`config.mk`:
```
export PLATFORM = sky130hd
export DESIGN_NAME = sthc_sweep
export DESIGN_NICKNAME = d
export VERILOG_FILES = /design/src/hw/rtl/sthc_pkg.sv /design/src/hw/rtl/sthc_sweep.sv
export SDC_FILE = /design/constraint.sdc
export NUM_CORES = 1
export LEC_CHECK = 0
export ABC_AREA = 1
export BUFFER_PORTS_ARGS = -buffer_cell sky130_fd_sc_hd__buf_2
export CAP_MARGIN = 20
export CORE_MARGIN = 1.5
export CORE_UTILIZATION = 45
export CTS_BUF_LIST = sky130_fd_sc_hd__clkbuf_4 sky130_fd_sc_hd__clkbuf_8
export CTS_CLUSTER_DIAMETER = 100
export DETAILED_ROUTE_END_ITERATION = 10
export PLACE_DENSITY = 0.69
export SLEW_MARGIN = 15
export SYNTH_ARGS = -nofsm -noshare
export SYNTH_HDL_FRONTEND = slang
export SYNTH_SLANG_ARGS = --single-unit
export TNS_END_PERCENT = 5
```
`constraint.sdc`:
```
create_clock -name clk -period 1.86 [get_ports clk]
set_input_delay 0.279 -clock clk [delete_from_list [all_inputs] [get_ports clk]]
set_output_delay 0.279 -clock clk [all_outputs]
set_load 0.005 [all_outputs]
```
`src/hw/rtl/sthc_pkg.sv`:
```
`timescale 1ns / 1ps
// ----------------------------------------------------------------------------
// sthc_pkg
// Shared types and constants of the spectrum threshold hit counter.
// ----------------------------------------------------------------------------
package sthc_pkg;

    // Default sizes, handed to the top-level parameters.
    localparam int POINTS_DEF      = 4096;
    localparam int LINES_DEF       = 3;
    localparam int COUNT_WIDTH_DEF = 16;

    // Fixed field widths.
    localparam int REQ_W       = 2;
    localparam int LINE_W      = 2;
    localparam int POINT_W     = 12;
    localparam int LEVEL_W     = 16;
    localparam int HIT_COUNT_W = 16;
    localparam int SWEEP_W     = 32;
    localparam int CFG_W       = 3;

    // Only this many lines take part in the comparison (width of line_enable).
    localparam int CMP_LINES_MAX = 3;

    // Threshold level after reset: 100 dB in 1/16 dB steps.
    localparam logic [LEVEL_W-1:0] THRESH_RESET = 16'd1600;

    // Request kinds.
    typedef enum logic [REQ_W-1:0] {
        REQ_SAMPLE = 2'd0,
        REQ_LOAD   = 2'd1,
        REQ_READ   = 2'd2,
        REQ_CLEAR  = 2'd3
    } req_t;

    // Configuration register indexes.
    typedef enum logic [0:0] {
        CFG_LINE_ENABLE = 1'b0,
        CFG_AND_LOGIC   = 1'b1
    } cfg_idx_t;

    // Status of the memory sweep sequencer.
    typedef struct packed {
        logic active;   // a sweep is writing the memories
        logic init;     // sweep after reset: thresholds are written as well
    } sweep_ctl_t;

    // Decision of the evaluation stage.
    typedef struct packed {
        logic       hit;
        logic [1:0] exceeded;
        logic       cnt_we;
    } eval_res_t;

endpackage

```
`src/hw/rtl/sthc_sweep.sv`:
```
`timescale 1ns / 1ps
// ----------------------------------------------------------------------------
// sthc_sweep
// Address sequencer that walks every frequency point once, one per cycle.
// It runs after reset (threshold and counter initialisation) and after a
// clear request (counters only).
// ----------------------------------------------------------------------------
module sthc_sweep #(
    parameter int POINTS = sthc_pkg::POINTS_DEF
) (
    input  logic                      clk,
    input  logic                      rst_n,
    input  logic                      start_clear,
    output sthc_pkg::sweep_ctl_t      ctl,
    output logic [$clog2(POINTS)-1:0] addr
);

    localparam int PW = $clog2(POINTS);
    localparam logic [PW-1:0] LAST_ADDR = PW'(POINTS - 1);

    sthc_pkg::sweep_ctl_t ctl_reg;
    sthc_pkg::sweep_ctl_t ctl_next;
    logic [PW-1:0]        addr_reg;
    logic [PW-1:0]        addr_next;

    // Next-state logic of the sweep.
    always_comb
    begin
        ctl_next  = ctl_reg;
        addr_next = addr_reg;
        if (start_clear)
        begin
            ctl_next.active = 1'b1;
            ctl_next.init   = 1'b0;
            addr_next       = '0;
        end
        else if (ctl_reg.active)
        begin
            addr_next = addr_reg + 1'b1;
            if (addr_reg == LAST_ADDR)
            begin
                ctl_next.active = 1'b0;
                ctl_next.init   = 1'b0;
                addr_next       = '0;
            end
        end
    end

    // Reset starts the initialisation sweep.
    always_ff @(posedge clk or negedge rst_n)
    begin
        if (!rst_n)
        begin
            ctl_reg.active <= 1'b1;
            ctl_reg.init   <= 1'b1;
            addr_reg       <= '0;
        end
        else
        begin
            ctl_reg  <= ctl_next;
            addr_reg <= addr_next;
        end
    end

    assign ctl  = ctl_reg;
    assign addr = addr_reg;

endmodule

```
; ---- Word-level counts from Yosys, hierarchy flattened
; Index checks and enable logic that the tools add are counted.
[op_classes]
n_addsub = 1
eq_ne = 1
n_mux = 6
n_reduce_logical = 3
[ops]
columns = op, n
row1 = 12-bit two-way mux, 3
row2 = "12-bit by 1-bit adder with 12-bit output, second input constant", 1
row3 = "12-bit == test, second input constant", 1
row4 = 2-bit two-way mux, 3
row5 = 2-bit nonzero test, 2
row6 = 2-bit AND reduction, 1
[totals]
register_bits = 14
inputBits = 3
output_inout_bits = 14
elab_cells = 14

; ---- Logic depth before layout (Yosys ltp)
; Gate-level depths: netlist (run 1).
[logic_depth]
depth_word = 4
ltp_mapped = 8
ltp_nobuf = 8

; ---- Least setup slack after synthesis (run 1)
; No wires, ideal clock.
[synth_timing]
kind = register -> register
from = register addr_reg[0], in the netlist addr[0]
to = register addr_reg[8], in the netlist addr[8]
t_arrival_ps = 1207
t_required_ps = 1740
slack_ps = 534
stages_incl_launch_ff = 9
path_buffers = 0
cell_sequence = dfrtp_1 ha_1 nand2_1 nor2_1 nand3_4 nand2_2 nand2_4 clkinv_4 nor2_1
[synth_between]
elab_chain_len = 4
elab_cells_between_ends = 5
cone_classes = add/sub (1) / eq/ne (1) / mux (3)
[synth_rtl]
columns = item, line_no
row1 = from (decl), sthc_sweep.sv:23  ; logic [PW-1:0] addr_reg;
row2 = from (signal assigned), sthc_sweep.sv:61  ; addr_reg <= addr_next;
row3 = 12-bit by 1-bit adder with 12-bit output or 12-bit == test (tied branches), "sthc_sweep.sv:39, sthc_sweep.sv:40"
row4 = 12-bit two-way mux *, sthc_sweep.sv:40  ; if (addr_reg == LAST_ADDR)
row5 = 12-bit two-way mux *, sthc_sweep.sv:37  ; else if (ctl_reg.active)
row6 = 12-bit two-way mux *, sthc_sweep.sv:31  ; if (start_clear)
; Mark *: on every way between the ends. The rest lies on a longest branch, timed or not. The select of a mux whose other input is x is not followed.
; A chain may end at the register's enable or synchronous reset.

; ---- Worst setup path in the final report (run 1)
[layout_timing]
from = register addr_reg[0], in the netlist addr[0]
to = register addr_reg[7], in the netlist addr[7]
; The elaborated chain is that of the path after synthesis.

==> metrics.md, run 1 <==
| Metric | Value |
|---|---|
| Post-place setup slack | `0.4498 ns` |
| Die ar. | `2006 sq um` |
| CTS tree | `built` |
| Comb pwr share | `0.065` |
| Number of library cell types mapped by synthesis | `22` |
| Post-CTS Setup Inserts | `0` |
| Worst path slowest cell | `dfrtp_1` |
| Total CTS buffers | `3` |
| Overall Global Routing Usage | `0.1770` |
| Power Total | `0.5780 mW` |
| CP Buf/Inv Count | `1` |
| Largest area contributor in the netlist | `dfrtp_1` |
| #FFs+latches synth | `14` |
| Initial core utilization | `0.4984` |
| Vias | `677` |
| Period utilization | `0.7659` |
| Final ANT Viol Nets | `0` |
| Data required time of the worst path | `2.04 ns` |
| Sw frac | `0.2325` |
| Final Non-Filler Cells | `131` |
| Via/cell ratio | `5.168` |
| Largest cells by area after synthesis | `dfrtp_1 (38%), nand2_1 (10%), nor2_1 (7.6%), dfstp_2 (6.7%), inv_1 (5.3%)` |
| Area of the multi-input gates | `379.1 sq um` |
| RePlAce Congestion | `0.8146` |
| Max incr delay on CP | `0.43 ns` |
| Die W | `44.79 um` |
| Post-route worst setup slack | `0.4355 ns` |
| Initial antenna violation count | `0` |
| Skew-Pair Late Insertion Delay | `0.29 ns` |
| CP top delay family | `simple AND/OR/NAND/NOR gates` |
| Row count | `14` |
| Fin nets | `120` |
| Number of I/O pins | `17` |
| Least-Margin Pin Slew | `0.3155 ns` |
| Fillers | `155` |
| Global-route wire length before repair | `2573 um` |
| FF/Latch Area | `352.8 sq um` |
| Async S/R FF share, synth | `1.000` |
| M3 GR Usage | `0.06400` |
| Post-place instance area | `885.9 sq um` |
| Post-Syn Area | `785.8 sq um` |
| Pwr/cell area | `620.1 nW/um^2` |
| Worst slew margin | `0.7897` |
| Die Ht | `44.79 um` |
| Largest net degree at the start of global routing | `15` |
| Critical path cell sequence | `ha_1 > nand2_1 > nor2_1 > nand3_4 > nand2_2 > nand2_4 > clkinv_4 > nor2_1` |
| Fmax | `702.0 MHz` |
| Clock skew | `0.007581 ns` |
| Max clock buf depth | `2` |
| Startpoint types | `flop` |
| Mapped Cells | `94` |
| Max reg flops | `12` |
| Busiest grt layer | `met2` |
| Clock transition at path regs | `0.09 ns` |
| Syn-to-layout area delta | `18.63%` |
| Final Cell Area | `932.1 sq um` |
| Initial DRC Count | `16` |
| Setup Crit Path Kind | `reg2reg` |
| CTS Sinks | `14` |
| Final Hold Viols | `0` |
| Clock power frac | `0.388` |
| Met2 Use GR | `0.2638` |
| Final setup vio count | `0` |
| Sequential share of power | `0.547` |
| Fin Hold WS | `0.2901 ns` |
| Util after Layout | `0.5913` |
| Post-CTS resize count | `0` |
| Sw Pwr | `0.1344 mW` |
| Antenna cells | `0` |
| Number of synthesized flops with an enable pin | `0` |
| First-pass detailed-route iteration total | `4` |
| Hold Path Class | `in2reg` |
| Crit path top cell by count | `nor2_1` |
| P_leak | `0.4828 nW` |
| WL final | `1530 um` |
| Placed instance count | `126` |
| Final Critical Period | `1.425 ns` |
| Sequential area share after synthesis | `0.4490` |
| Worst-path maximum fanout | `7` |
| PortBufs | `16` |
| GR Overflow Total | `0` |
| Residual DRC | `0` |
| Vias in the first global route | `589` |
| CP endpoint kind | `flop` |
| Synth warn | `0` |
| DPL Wire Length | `1135 um` |
| RSZ-0062 raised after global routing | `false` |
| Max-slew violations | `0` |
| GR Util met1 | `0.2474` |
| Layout cell share with drive strength beyond 1 | `0.2957` |
| Clock root buffer | `clkbuf_4` |
| Worst EP arrival | `1.60 ns` |
| Setup TNS | `0 ns` |
| Top-area cell type share of the netlist area | `0.3822` |
| H-tree depth | `1` |
| Peak VDD IR | `0.0004510 V` |
| Net count after synthesis | `98` |
| Int Pwr | `0.4436 mW` |
| Syn Area/Cell | `8.359 sq um` |
| MaxCap Viol Count | `0` |
| Status | `finished, final reports clean` |
| Routed WL per cell | `11.68 um` |
| CORE AREA | `1577 sq um` |
| Ys flop type | `dfrtp_1` |
## worst reg2reg max path: cells and delay by family, from the launching register on
family | cells | cell delay, ns
AND/OR/NAND/NOR | 6 | 0.63
buffers and inverters | 1 | 0.07
adder cells (fa/ha/maj) | 1 | 0.19
flip-flops | 1 | 0.43
## power groups by stage
stage | clock [mW] | sequential (mW) | combinational (mW)
5_1_grt | 0.240 | 0.317 | 0.0451
6_report | 0.224 | 0.316 | 0.0377
3_3_place_gp | 0 | 0.322 | 0.0362
3_5_place_dp | 0 | 0.322 | 0.0367
4_1_cts | 0.228 | 0.316 | 0.0386
2_1_floorplan | 0 | 0.322 | 0.0182
## what timing repair did
item                                   in CTS  in global routing
setup endpoints to repair                   0                  0
hold buffers                                1                  0
endpoints found under the hold margin      12                  0
## cell usage in the layout, fill, tap and decap left out, types with 2 or more instances in the layout
master    count
a21oi_1       2
buf_2        16
clkbuf_4      3
dfrtp_1      12
dfstp_2       2
inv_1        11
nand2_1      21
nand2_2       2
nand3_1       6
nand4_1       3
nor2_1       16
nor2_4        3
o21ai_0       3
xor2_1        3
## layer usage
layer  wire [um]  vias to the layer above  share of wire
met5           0                        -              0
met1         748                      320           0.49
met3          80                        2          0.052
li1            -                      337              -
met2         694                       18           0.45
met4           7                        0         0.0046
## synthesized netlist by cell type, types with 2 or more instances
master / instances
nand2_2: 2
nor2_1: 16
inv_1: 11
nor2_4: 3
o21ai_0: 3
dfrtp_1: 12
a21oi_1: 2
nand4_1: 3
nand2_1: 21
xor2_1: 3
dfstp_2: 2
nand3_1: 6
## area by class of cell
class / instances / share of cell area
inverter: 13 / 0.05772
multi-input combinational: 67 / 0.4067
timing repair buffer: 17 / 0.09664
tap: 16 / 0.02148
clock buffer: 4 / 0.03893
sequential: 14 / 0.3785
## worst paths after layout
check | slack [ns] | start | cells after the start | endpoint
setup reg to reg | 0.44 | addr[0]$_DFFE_PN0P_ | 8 | addr[7]$_DFFE_PN0P_
max in group asynchronous | 1.16 | rst_n | 2 | ctl[0]$_DFFE_PN1P_
min in group asynchronous | 0.40 | rst_n | 2 | addr[11]$_DFFE_PN0P_
hold reg to reg | 0.46 | ctl[0]$_DFFE_PN1P_ | 2 | ctl[0]$_DFFE_PN1P_
setup / recovery | 0.44 | addr[0]$_DFFE_PN0P_ | 8 | addr[7]$_DFFE_PN0P_
hold / removal | 0.29 | start_clear | 3 | ctl[1]$_DFF_PN1_
## logic make-up (layout without fill, tap and decap cells)
logic type / count (synthesis) / count (layout) / share of synthesized area
flops: 14 / 14 / 0.4490
simple gates: 56 / 56 / 0.3806
xor+xnor: 4 / 4 / 0.04459
compound gates: 6 / 6 / 0.04140
fa+ha+maj: 1 / 1 / 0.01592
buf+inv: 13 / 34 / 0.06847
Note: power is estimated with default switching activity, not from simulation.
==> run 2: changes to the inputs <==
clock period = 1.4 ns   (was 1.86 ns; I/O delays follow)
==> run 2 against run 1 <==
- critical endpoint is now addr[0]$_DFFE_PN0P_
- largest power group unchanged
- clock power about the same
- via count increased by 0.15%
- maximum frequency increased by 10%
- count of clock-buffer cells in the layout decreased by 1
- global-route usage increased by 0.40 points
- first-iteration DRC count increased by 6.3%
- hold slack got worse by 0.058 ns
- combinational power increased by 65%
==> metrics.md, run 2 (synthesis results as in run 1) <==
| Metric | Value |
|---|---|
| Status | `finished, final reports clean` |
| Vias in the first global route | `573 (-2.7%)` |
| Fmax | `774.0 MHz (+10%)` |
| Post-place instance area | `908.4 sq um (+2.5%)` |
| Layout cell share with drive strength beyond 1 | `0.3162 (+0.02059)` |
| Max incr delay on CP | `0.38 ns (-0.05 ns)` |
| Worst path slowest cell | `dfrtp_1` |
| Syn-to-layout area delta | `20.06%` |
| Peak VDD IR | `0.0005233 V (+16%)` |
| CORE AREA | `1577 sq um (unchanged)` |
| DPL Wire Length | `1149 um (+1.2%)` |
| Fin nets | `123 (+2.5%)` |
| Initial antenna violation count | `0 (unchanged)` |
| WL final | `1560 um (+2.0%)` |
| Number of I/O pins | `17 (unchanged)` |
| Critical path cell sequence | `ha_1 > nand2_1 > nor2_2 > nand3_4 > nand3_1 > o21ai_1` |
| Worst-path maximum fanout | `3 (-4)` |
| CTS Sinks | `14 (unchanged)` |
| Data required time of the worst path | `1.59 ns (-0.45 ns)` |
| Die W | `44.79 um (unchanged)` |
| Clock skew | `0.01309 ns (+0.005510 ns)` |
| RePlAce Congestion | `0.8310 (+2.0%)` |
| Post-route worst setup slack | `0.1081 ns (-0.3274 ns)` |
| Comb pwr share | `0.089 (+0.024)` |
| Setup Crit Path Kind | `reg2reg` |
| Final Critical Period | `1.292 ns (-0.1326 ns)` |
| Worst EP arrival | `1.49 ns (-0.11 ns)` |
| Vias | `678 (+0.15%)` |
| Worst slew margin | `0.7915 (+0.001774)` |
| Total CTS buffers | `3 (unchanged)` |
| Routed WL per cell | `11.73 um (+0.43%)` |
| Int Pwr | `0.5376 mW (+21%)` |
| Sequential share of power | `0.593 (+0.046)` |
| Period utilization | `0.9228 (+0.1569)` |
| Initial core utilization | `0.4984 (unchanged)` |
| Commonest non-fill, non-tap cell in the layout | `nand2_1` |
| Final setup vio count | `0 (unchanged)` |
| Post-place setup slack | `0.05173 ns (-0.3980 ns)` |
| Final ANT Viol Nets | `0 (unchanged)` |
| Via/cell ratio | `5.098 (-1.4%)` |
| H-tree depth | `1 (unchanged)` |
| Hold Path Class | `in2reg` |
| Skew-Pair Late Insertion Delay | `0.29 ns (about the same)` |
| CTS tree | `built` |
| Max reg flops | `12 (unchanged)` |
| Clock root buffer | `clkbuf_4` |
| Least-Margin Pin Slew | `0.3128 ns (-0.002660 ns)` |
| Pwr/cell area | `743.4 nW/um^2 (+20%)` |
| CP endpoint kind | `flop` |
| Util after Layout | `0.5984 (+0.007143)` |
| Largest net degree at the start of global routing | `15 (unchanged)` |
| PortBufs | `16 (unchanged)` |
| First-pass detailed-route iteration total | `5 (+1)` |
| Overall Global Routing Usage | `0.1811 (+0.004043)` |
| P_leak | `0.4913 nW (+1.8%)` |
| Initial DRC Count | `17 (+1)` |
| Most frequent cells in the layout | `nand2_1 (21), buf_2 (16), nor2_1 (15)` |
| Global-route wire length before repair | `2566 um (-0.27%)` |
| Final Cell Area | `943.4 sq um (+1.2%)` |
| Residual DRC | `0 (unchanged)` |
| Fillers | `140 (-9.7%)` |
| Antenna cells | `0 (unchanged)` |
| RSZ-0062 raised after global routing | `false` |
| Die Ht | `44.79 um (unchanged)` |
| GR Overflow Total | `0 (unchanged)` |
| Final Hold Viols | `0 (unchanged)` |
| Sw Pwr | `0.1638 mW (+22%)` |
| Setup TNS | `0 ns (unchanged)` |
| Max clock buf depth | `2 (unchanged)` |
| Die ar. | `2006 sq um (unchanged)` |
| Clock transition at path regs | `0.08 ns (about the same)` |
| Max-slew violations | `0 (unchanged)` |
| Startpoint types | `flop` |
| MaxCap Viol Count | `0 (unchanged)` |
| Clock power frac | `0.318 (-0.070)` |
| Row count | `14 (unchanged)` |
| Sw frac | `0.2335 (+0.001066)` |
[run 2: metrics by stage]
stage | total power, mW | cells | hold WS, ns
floorplan | 0.4518 | 94 | -0.08559
global placement | 0.4832 | 129 | 0.1218
detailed placement | 0.4837 | 129 | 0.1211
CTS | 0.7065 | 133 | 0.2363
global route | 0.7334 | 133 | 0.2497
finish | 0.7014 | 133 | 0.2320
[run 2: final timing paths]
kind	start	to	slack (ns)	cells past startpoint
max reg2reg	addr[0]$_DFFE_PN0P_	addr[0]$_DFFE_PN0P_	0.11	6
min reg2reg	ctl[0]$_DFFE_PN1P_	ctl[0]$_DFFE_PN1P_	0.45	2
max	addr[0]$_DFFE_PN0P_	addr[0]$_DFFE_PN0P_	0.11	6
min in group asynchronous	rst_n	addr[11]$_DFFE_PN0P_	0.34	2
min	start_clear	ctl[1]$_DFF_PN1_	0.23	3
max in group asynchronous	rst_n	ctl[0]$_DFFE_PN1P_	0.76	2
[run 2: repair_timing]
item                                    4_1_cts  5_1_grt
endpoints found under the setup margin        0       11
hold buffers                                  1        0
endpoints found under the hold margin        12        0
resized for setup                             0        3
setup buffers                                 0        0
[run 2: power by group through the flow]
stage	sequential (mW)	clock, mW	combinational (mW)
after floorplan	0.428	0	0.0242
after global placement	0.424	0	0.0596
after detailed placement	0.424	0	0.0601
after CTS	0.416	0.228	0.0628
after global routing	0.416	0.245	0.0721
final	0.416	0.223	0.0623
[run 2: cell type report]
class | instances | area (sq um) | share of cell area
sequential | 14 | 352.8 | 0.3740
multi-input combinational | 67 | 381.6 | 0.4045
timing repair buffer | 20 | 112.6 | 0.1194
tap | 16 | 20.02 | 0.02122
clock buffer | 3 | 22.52 | 0.02387
inverter | 13 | 53.80 | 0.05703
[run 2: worst max-delay path: cells and delay by family, from the launching register on]
kind	cells	cell delay [ns]
flops	1	0.38
simple gates	4	0.44
compound gates	1	0.18
fa+ha+maj	1	0.21
[run 2: metal layers]
metal | share of wire | vias to the layer above | global-route usage
li1 | - | 339 | -
met1 | 0.47 | 312 | 0.2443
met2 | 0.46 | 22 | 0.2783
met3 | 0.054 | 5 | 0.04800
met4 | 0.016 | 0 | 0.07059
met5 | 0 | - | 0
