<file path="src/hw/rtl/sthc_pkg.sv">
`timescale 1ns / 1ps
// ----------------------------------------------------------------------------
// sthc_pkg
// Shared types and constants of the spectrum threshold hit counter.
// ----------------------------------------------------------------------------
package sthc_pkg;

    // Default sizes, handed to the top-level parameters.
    localparam int POINTS_DEF      = 4096;
    localparam int LINES_DEF       = 3;
    localparam int COUNT_WIDTH_DEF = 16;

    // Fixed field widths.
    localparam int REQ_W       = 2;
    localparam int LINE_W      = 2;
    localparam int POINT_W     = 12;
    localparam int LEVEL_W     = 16;
    localparam int HIT_COUNT_W = 16;
    localparam int SWEEP_W     = 32;
    localparam int CFG_W       = 3;

    // Only this many lines take part in the comparison (width of line_enable).
    localparam int CMP_LINES_MAX = 3;

    // Threshold level after reset: 100 dB in 1/16 dB steps.
    localparam logic [LEVEL_W-1:0] THRESH_RESET = 16'd1600;

    // Request kinds.
    typedef enum logic [REQ_W-1:0] {
        REQ_SAMPLE = 2'd0,
        REQ_LOAD   = 2'd1,
        REQ_READ   = 2'd2,
        REQ_CLEAR  = 2'd3
    } req_t;

    // Configuration register indexes.
    typedef enum logic [0:0] {
        CFG_LINE_ENABLE = 1'b0,
        CFG_AND_LOGIC   = 1'b1
    } cfg_idx_t;

    // Status of the memory sweep sequencer.
    typedef struct packed {
        logic active;   // a sweep is writing the memories
        logic init;     // sweep after reset: thresholds are written as well
    } sweep_ctl_t;

    // Decision of the evaluation stage.
    typedef struct packed {
        logic       hit;
        logic [1:0] exceeded;
        logic       cnt_we;
    } eval_res_t;

endpackage

</file>
<file path="src/hw/rtl/sthc_eval.sv">
`timescale 1ns / 1ps
// ----------------------------------------------------------------------------
// sthc_eval
// Evaluation stage: compares a sample against the enabled threshold lines,
// forms the hit decision and the updated point counter and sweep count.
// ----------------------------------------------------------------------------
module sthc_eval #(
    parameter int LINES_USED  = sthc_pkg::CMP_LINES_MAX,
    parameter int COUNT_WIDTH = sthc_pkg::COUNT_WIDTH_DEF
) (
    input  logic [sthc_pkg::REQ_W-1:0]                     req,
    input  logic                                           point_ok,
    input  logic [sthc_pkg::LEVEL_W-1:0]                   level,
    input  logic                                           last,
    input  logic [LINES_USED-1:0][sthc_pkg::LEVEL_W-1:0]   thr,
    input  logic [COUNT_WIDTH-1:0]                         cnt,
    input  logic [sthc_pkg::CFG_W-1:0]                     line_enable,
    input  logic                                           and_logic,
    input  logic [sthc_pkg::SWEEP_W-1:0]                   sweep_count,
    output sthc_pkg::eval_res_t                            res,
    output logic [COUNT_WIDTH-1:0]                         cnt_new,
    output logic [sthc_pkg::HIT_COUNT_W-1:0]               hit_count,
    output logic [sthc_pkg::SWEEP_W-1:0]                   sweep_next
);

    localparam logic [COUNT_WIDTH-1:0] CNT_MAX = '1;

    logic [LINES_USED-1:0] en_mask;
    logic [LINES_USED-1:0] exc_mask;
    logic [1:0]            exc_cnt;
    logic                  active;
    logic                  hit;
    logic [31:0]           cnt_wide;

    // Per-line strict signed comparison.
    always_comb
    begin
        exc_cnt = '0;
        for (int l = 0; l < LINES_USED; l++)
        begin
            en_mask[l]  = line_enable[l];
            exc_mask[l] = line_enable[l] && ($signed(level) > $signed(thr[l]));
            exc_cnt     = exc_cnt + 2'(exc_mask[l]);
        end
    end

    // Hit decision, counter update and sweep count.
    always_comb
    begin
        active     = (req == sthc_pkg::REQ_SAMPLE) && (|en_mask) && point_ok;
        hit        = 1'b0;
        cnt_new    = cnt;
        sweep_next = sweep_count;
        if (active)
        begin
            if (and_logic)
            begin
                hit = (exc_mask == en_mask);
            end
            else
            begin
                hit = |exc_mask;
            end
            if (hit && (cnt != CNT_MAX))
            begin
                cnt_new = cnt + 1'b1;
            end
            if (last && (sweep_count != '1))
            begin
                sweep_next = sweep_count + 1'b1;
            end
        end
        if (req == sthc_pkg::REQ_CLEAR)
        begin
            sweep_next = '0;
        end
        res.hit      = hit;
        res.exceeded = active ? exc_cnt : 2'd0;
        res.cnt_we   = active && hit;
    end

    // Reported counter: low bits of the point counter after the step, zero for an out-of-range point or a clear.
    always_comb
    begin
        cnt_wide = 32'(cnt_new);
        if (!point_ok || (req == sthc_pkg::REQ_CLEAR))
        begin
            hit_count = '0;
        end
        else
        begin
            hit_count = cnt_wide[sthc_pkg::HIT_COUNT_W-1:0];
        end
    end

endmodule

</file>
<file path="config.mk">
export PLATFORM = sky130hd
export DESIGN_NAME = sthc_eval
export DESIGN_NICKNAME = d
export VERILOG_FILES = /design/src/hw/rtl/sthc_pkg.sv /design/src/hw/rtl/sthc_eval.sv
export SDC_FILE = /design/constraint.sdc
export NUM_CORES = 1
export LEC_CHECK = 0
export BUFFER_PORTS_ARGS = -buffer_cell sky130_fd_sc_hd__buf_2
export CORE_ASPECT_RATIO = 2
export CORE_MARGIN = 10
export CORE_UTILIZATION = 41
export DETAILED_ROUTE_END_ITERATION = 6
export GPL_TIMING_DRIVEN = 0
export PLACE_DENSITY = 0.82
export SLEW_MARGIN = 20
export SYNTH_ARGS = -nofsm -noshare
export SYNTH_HDL_FRONTEND = slang
export SYNTH_SLANG_ARGS = --single-unit
</file>
<file path="constraint.sdc">
create_clock -name vclk -period 2.72
set_input_delay 0.136 -clock vclk [all_inputs]
set_output_delay 0.136 -clock vclk [all_outputs]
set_load 0.01 [all_outputs]
</file>
* Word level (Yosys, flattened, before mapping) *
Index checks and enable logic that the tools add are counted.

word-level totals
  register bits = 0
  latch bits = 0
  RAM bits = 0
  bits in read-only memories = 0
  bits of input ports = 120
  output and inout port bits = 68
  logic and storage cells = 34
  memories = 0

cells by class
  add/sub/neg operators = 4
  $mul = 0
  div/mod/pow operators = 0
  magnitude comparators = 3
  eq/ne operators = 4
  shifts and indexed selects = 0
  multiplexer cells = 10
  bitwise operators = 0
  reduce and logical (&&, ||, !) cells = 13

operator list
  operator                 count
  $mux W32                 3
  $gt A16 B16 Y1           3
  $mux W16                 3
  $add A32 B1 Y32 const B  1
  $ne A32 B32 Y1 const B   1
  $add A16 B1 Y16 const B  1
  $ne A16 B16 Y1 const B   1
  $logic_and A1 B1 Y1      8
  $reduce_or A3 Y1         2
  $eq A3 B3 Y1             1
  $mux W1                  3
  $add A1 B1 Y2            1
  $add A2 B1 Y2            1
  $eq A2 B2 Y1 const B     1
  $logic_not A2 Y1         1
  $mux W2                  1
  $logic_not A1 Y1         1
  $logic_or A1 B1 Y1       1

* Logic depth before layout (Yosys ltp) *
Gate-level depths: netlist (run 1).

  word-level depth = 9
  mapped depth = 11
  gate-level depth less buffers = 11

* Worst setup path after synthesis (run 1) *
Ideal clock, no wire load.

  kind = input port to output port
  from = input thr[31] (netlist bit)
  to = output hit_count[15] (netlist bit)
  arrival time = 2644 ps
  data required time = 2584 ps
  path slack = -60 ps
  stages on the path = 11
  buffers on the path = 0
  path through = inv_1 -> ha_1 -> nand4_2 -> nor3_1 -> a21boi_1 -> or4_4 -> mux2_4 -> a311o_1 -> a21oi_2 -> xor2_1 -> and2_1

on the way
  cells in the longest elaborated chain, start to end = 9
  elaborated cells between the ends (all ways) = 10
  classes of those cells = order compare (1); eq/ne (1); mux (5); reduce/logical (3)

ends and longest elaborated chain
  what                                              RTL line                          source
  from (decl)                                       sthc_eval.sv:15                   input logic [LINES_USED-1:0][sthc_pkg::LEVEL_W-1:0] thr,
  $gt A16 B16 Y1 (*)                                sthc_eval.sv:42                   exc_mask[l] = line_enable[l] && ($signed(level) > $signed(thr[l]));
  $logic_and A1 B1 Y1 (*)                           sthc_eval.sv:42
  $eq A3 B3 Y1 or $reduce_or A3 Y1 (tied branches)  sthc_eval.sv:58, sthc_eval.sv:62
  $mux W1 (*)                                       sthc_eval.sv:56                   if (and_logic)
  $mux W1 (*)                                       sthc_eval.sv:54                   if (active)
  $logic_and A1 B1 Y1 (*)                           sthc_eval.sv:64                   if (hit && (cnt != CNT_MAX))
  $mux W16 (*)                                      sthc_eval.sv:64
  $mux W16 (*)                                      sthc_eval.sv:54
  named net cnt_new[15]                             sthc_eval.sv:21                   output logic [COUNT_WIDTH-1:0] cnt_new,
  $mux W16 (*)                                      sthc_eval.sv:86                   if (!point_ok || (req == sthc_pkg::REQ_CLEAR))
  to (decl)                                         sthc_eval.sv:22                   output logic [sthc_pkg::HIT_COUNT_W-1:0] hit_count,

Mark *: on every way through the listed nets, which the timed path passes. The rest lies on a longest branch. The select of a mux whose other input is x is not followed.

* Worst setup path in the final report (run 1) *
  from = input thr[10] (netlist bit)
  to = output hit_count[6] (netlist bit)

on the way
  cells in the longest elaborated chain, start to end = 9
  elaborated cells between the ends (all ways) = 10
  classes of those cells = order compare (1); eq/ne (1); mux (5); reduce/logical (3)

ends and longest elaborated chain
  what                                              RTL line
  $gt A16 B16 Y1 (*)                                sthc_eval.sv:42
  $logic_and A1 B1 Y1 (*)                           sthc_eval.sv:42
  $eq A3 B3 Y1 or $reduce_or A3 Y1 (tied branches)  sthc_eval.sv:58, sthc_eval.sv:62
  $mux W1 (*)                                       sthc_eval.sv:56
  $mux W1 (*)                                       sthc_eval.sv:54
  $logic_and A1 B1 Y1 (*)                           sthc_eval.sv:64
  $mux W16 (*)                                      sthc_eval.sv:64
  $mux W16 (*)                                      sthc_eval.sv:54
  $mux W16 (*)                                      sthc_eval.sv:86

Mark *: on every way between the ends. The rest lies on a longest branch, timed or not. The select of a mux whose other input is x is not followed.

==> results.sh, run 1 <==
export IMPL_dpl_cell_area_um2=3910
export IMPL_core_region_area_um2=6670
export IMPL_layout_common_cells="buf_2 (172), inv_1 (53), nor2_1 (45)"
export IMPL_drive_gt1_frac=0.480
export IMPL_grt_max_degree=11
export IMPL_dr_pass1_iters=4
export IMPL_ant_nets=0
export IMPL_via_per_inst=5.61
export IMPL_routed_wirelength_mm=13.5
export IMPL_drc=0
export IMPL_n_sequential_cell=0
export IMPL_required_ns=2.58
export IMPL_n_clock_buffer=0
export IMPL_avgSynthCellArea_um2=6.60
export IMPL_overflow=0
export IMPL_drtIter0Drc=193
export IMPL_grt_first_pass_wirelength_mm=18.5
export IMPL_setup_viol=36
export IMPL_synthCells=429
export IMPL_use_met2=0.410
export IMPL_fp_dieW_um=78.8
export IMPL_nets=813
export IMPL_seq_area_frac_synth=0
export IMPL_synthTopCellsByArea="ha_1 (22%), inv_1 (8.1%), nor2_1 (6.6%)"
export IMPL_post_route_period_util=1.13
export IMPL_antenna_found_initial=0
export IMPL_dp_hpwl_mm=10.3
export IMPL_leakage_nw=2.39
export IMPL_rsz0062_at_grt="yes"
export IMPL_crit_type="input pin to primary output"
export IMPL_hold_path_class="input pin to primary output"
export IMPL_irDropWorstVdd_v=0.0000830
export IMPL_synth_top_area_cell="ha_1"
export IMPL_numPortBuffers=188
export IMPL_hold_slack_ns=0.592
export IMPL_path_max_fanout=6
export IMPL_grt_use_total=0.203
export IMPL_grt_util_met1=0.174
export IMPL_period_minus_slack_ns=3.06
export IMPL_fin_util=0.722
export IMPL_met3_usage=0.0496
export IMPL_place_gp_congestion=0.916
export IMPL_arrival_ns=2.93
export IMPL_power_density_nw_per_um2=148
export IMPL_synth_top_area_share=0.221
export IMPL_outcome="finished, violations left"
export IMPL_vias=4084
export IMPL_drv_slew=0
export IMPL_dieArea_um2=10800
export IMPL_end_kind="primary output"
export IMPL_ys_types=53
export IMPL_synth_nets=600
export IMPL_die_h_um=138
export IMPL_p_total_w=0.000714
export IMPL_worstMarginPinSlew_ns=0.784
export IMPL_fin_area_um2=4820
export IMPL_violations="setup timing"
export IMPL_placementRows=42
export IMPL_hold_violations=0
export IMPL_syn_area_um2=2830
export IMPL_start_util=0.424
export IMPL_relSlewSlack=0.473
export IMPL_final_seq_area_um2=0
export IMPL_timing_setup_tns_ns=-7.11
export IMPL_grt_pass1_vias=4076
export IMPL_diodes=0
export IMPL_routedWlPerCell_um=18.5
export IMPL_ioPinCount=188
export IMPL_fmax_mhz=326
export IMPL_yosys_warnings=0
export IMPL_grt_busiest_layer="met2"
export IMPL_layout_setup_ws_ns=-0.345
export IMPL_start_kind="input pin"
export IMPL_final_common_cell="buf_2"
export IMPL_syn_to_final_growth_pct=70.1
export IMPL_maxCapViolations=0
[Yosys cell counts (2+ instances only)]
cell and count:
inv_1 61, ha_1 50, nor2_1 50, nand2_1 37, a21oi_1 23, nand3_1 23
xnor2_1 21, xor2_1 21, nand4_1 20, and2_1 9, and3_1 9, o21ai_0 9
mux2i_1 7, nand2b_1 7, nor3_1 7, nor2b_1 6, nor4_1 6, a31oi_1 5
or3_1 5, a21o_1 4, clkbuf_1 4, and4_1 3, nor4_2 3, o211ai_1 3
or4_4 3, a2111oi_0 2, buf_4 2, nand4_2 2, nor3_2 2, o31ai_1 2
[worst max-delay path: stages]
cell	delay (ns)
buf_2	0.10
inv_1	0.06
ha_4	0.27
nand4_1	0.25
a2111o_1	0.51
a31oi_4	0.18
o311ai_4	0.11
nor4_4	0.29
buf_6	0.16
nor2_4	0.06
buf_6	0.13
or3_4	0.34
a21oi_2	0.15
buf_2	0.15
[path summary, 6_finish.rpt]
| kind | slack (ns) | startpoint | cells after the start | end |
|---|---|---|---|---|
| setup / recovery | -0.34 | thr[10] | 14 | hit_count[6] |
| hold / removal | 0.59 | cnt[10] | 3 | cnt_new[10] |
[layer usage]
metal	share of wire	routed length (um)	vias to the layer above
li1	-	-	1927
met1	0.32	4260	1890
met2	0.54	7250	213
met3	0.080	1080	54
met4	0.065	875	0
met5	0	0	-
[power breakdown]
part           internal [W]  switching [W]
Clock                     0              0
Sequential                0              0
Combinational      0.000333       0.000380
[through the flow]
step,std cells,setup slack [ns]
floorplan,429,-0.0154
global placement,705,-0.813
detailed placement,705,-0.858
CTS,713,-0.236
global route,728,-0.410
finish,728,-0.345
[final cells by class]
cell class,instances,area (um^2)
plain buffers,7,33.8
well taps,88,110
multi-input cells,361,3210
repair buffers,211,1230
fillers,489,1860
inverters,61,229
[cells by family (layout without fill, tap and decap cells)]
group / count (synthesis) / in the layout / synth area share
AO/OA/AOI/OAI: 61 / 61 / 0.142
buffers and inverters: 68 / 279 / 0.0928
XOR/XNOR: 42 / 42 / 0.130
AND/OR/NAND/NOR: 198 / 198 / 0.374
multiplexers: 9 / 9 / 0.0340
adder cells (fa/ha/maj): 51 / 51 / 0.228
[what timing repair did]
| action | in CTS | in global routing |
|---|---|---|
| pin swaps | 21 | 20 |
| cloned | 0 | 0 |
| gates resized for setup | 43 | 96 |
| hold buffers | 0 | 0 |
| endpoints found under the setup margin | 37 | 45 |
| buffers inserted | 8 | 15 |
Power figures use the tool's default switching activity.
==> run 2, diff against run 1 <==
ABC_AREA = 1   (was unset)
CORE_UTILIZATION = 43   (was 41)
PLACE_DENSITY = 0.81   (was 0.82)
==> run 2 against run 1 <==
Compared with the run above: the run now ends clean; largest cell class unchanged; routed wire length rose by 4.7%; global-route usage grew 1.9 points; die area up 11%; synthesized cell count grew 43%.
==> results.sh, run 2 <==
export IMPL_start_util=0.443
export IMPL_synth_nets=786
export IMPL_placementRows=45
export IMPL_final_seq_area_um2=0
export IMPL_synthCells=615
export IMPL_post_cts_setup_buffer_count=0
export IMPL_via_per_inst=5.25
export IMPL_overflow=0
export IMPL_hold_violations=0
export IMPL_dr_pass1_iters=4
export IMPL_dpl_cell_area_um2=4450
export IMPL_end_kind="primary output"
export IMPL_layout_common_cells="buf_2 (189), nand2_1 (144), inv_1 (131)"
export IMPL_antenna_found_initial=2
export IMPL_core_region_area_um2=7660
export IMPL_grt_first_pass_wirelength_mm=22.1
export IMPL_outcome="complete, no violations"
export IMPL_ys_types=43
export IMPL_path_delay_family="compound AO/OA/AOI/OAI gates"
export IMPL_synth_most_common_cell="nand2_1"
export IMPL_drtIter0Drc=173
export IMPL_layout_setup_ws_ns=0.232
export IMPL_crit_chain="buf_2 > ha_1 > a21oi_1 > o21ai_0 > a21oi_1 > nand2_1 > nand2_1 > nand3_1 > nand2_1 > nand2_1 > inv_1 > nand2_2 > nand2_4 > buf_6 > nand3b_1 > a21oi_1 > buf_2"
export IMPL_routedWlPerCell_um=15.7
export IMPL_nets=976
export IMPL_grt_pass1_vias=5027
export IMPL_n_clock_buffer=0
export IMPL_period_minus_slack_ns=2.49
export IMPL_post_route_period_util=0.915
export IMPL_irDropWorstVdd_v=0.0000665
export IMPL_yosys_warnings=0
export IMPL_rsz0062_at_grt="no"
export IMPL_grt_max_degree=11
export IMPL_drive_gt1_frac=0.295
export IMPL_syn_to_final_growth_pct=31.6
export IMPL_slowest_delay_ns=0.30
export IMPL_drc=0
export IMPL_setup_viol=0
export IMPL_arrival_ns=2.35
export IMPL_die_h_um=146
export IMPL_hold_slack_ns=0.599
export IMPL_power_density_nw_per_um2=151
export IMPL_relSlewSlack=0.622
export IMPL_hold_buffers=0
export IMPL_routed_wirelength_mm=14.1
export IMPL_crit_buf_inv=4
export IMPL_final_common_cell="buf_2"
export IMPL_syn_area_um2=3390
export IMPL_grt_use_total=0.222
export IMPL_maxCapViolations=0
export IMPL_leakage_nw=2.76
export IMPL_slowest_stage="ha_1"
export IMPL_fmax_mhz=402
export IMPL_ant_nets=0
export IMPL_synth_top_area_cell="ha_1"
export IMPL_worstMarginPinSlew_ns=0.565
export IMPL_drv_slew=0
export IMPL_synthTopCellsByArea="ha_1 (18%), nand2_1 (16%), inv_1 (15%)"
export IMPL_crit_type="input pin to primary output"
export IMPL_pre_cts_slack_ns=0.222
export IMPL_required_ns=2.58
export IMPL_hold_path_class="input pin to primary output"
export IMPL_seq_area_frac_synth=0
export IMPL_synth_top_area_share=0.185
export IMPL_dp_hpwl_mm=12.7
export IMPL_avgSynthCellArea_um2=5.51
export IMPL_crit_path_frequent_cell="nand2_1"
export IMPL_timing_setup_tns_ns=0
export IMPL_place_gp_congestion=1.06
export IMPL_ioPinCount=188
export IMPL_vias=4723
export IMPL_n_sequential_cell=0
export IMPL_synth_top_cells_by_count="nand2_1 (144), inv_1 (131), nor2_1 (70), ha_1 (50)"
export IMPL_numPortBuffers=188
export IMPL_dieArea_um2=12000
export IMPL_p_total_w=0.000675
export IMPL_fp_dieW_um=82.8
export IMPL_start_kind="input pin"
export IMPL_path_max_fanout=10
export IMPL_fin_area_um2=4460
==> run 2: repair_timing <==
action                                  in CTS  in global routing
gates resized for setup                      0                  1
hold endpoints to repair                     0                  0
endpoints found under the setup margin       0                  1
==> run 2: power by group <==
part           switching (W)         total, W     internal (W)
sequential                 0                0                0
combinational       0.000404         0.000675         0.000270
clock                      0  0.0000000000983  0.0000000000983
total               0.000404         0.000675         0.000270
==> run 2: per-layer routing <==
layer,global-route usage,wire [um],vias up
li1,-,-,2356
met1,0.206,4750,2082
met2,0.424,7410,229
met3,0.0377,1060,56
met4,0.114,877,0
met5,0,0,-
==> run 2: path summary, 6_finish.rpt <==
path                        endpoint  cells after the start             from
worst max-delay path    hit_count[7]                     17        level[13]
worst min-delay path  sweep_next[20]                      3  sweep_count[20]
==> run 2: per-stage QoR <==
step / util / instances
after floorplan: - / 615
after global placement: 0.581 / 897
after detailed placement: 0.581 / 897
after CTS: 0.581 / 897
after global routing: 0.582 / 899
final: 0.582 / 899
==> run 2: cells by family (layout without fill, tap and decap cells) <==
kind of cell               count (synthesis)  count (layout)  synth area share
AOI/OAI and AO/OA                         68              68             0.114
xor gates and xnor gates                  15              15            0.0388
and+or+nand+nor                          335             335             0.481
other                                      0               2                 0
buffers and inverters                    146             334             0.176
adders and majority gates                 51              51             0.190
==> run 2: cell type report <==
cell class / instances / area, um^2
timing repair buffer: 188 / 941
antenna: 2 / 5.00
inverter: 137 / 519
multi-input combinational: 469 / 2800
buffer: 9 / 76.3
fill: 810 / 3200
tap: 94 / 118
==> run 2: worst min-delay path, delay by kind of cell <==
kind / cells / cell delay, ns
AO/OA/AOI/OAI: 1 / 0.07
buffers and inverters: 2 / 0.25
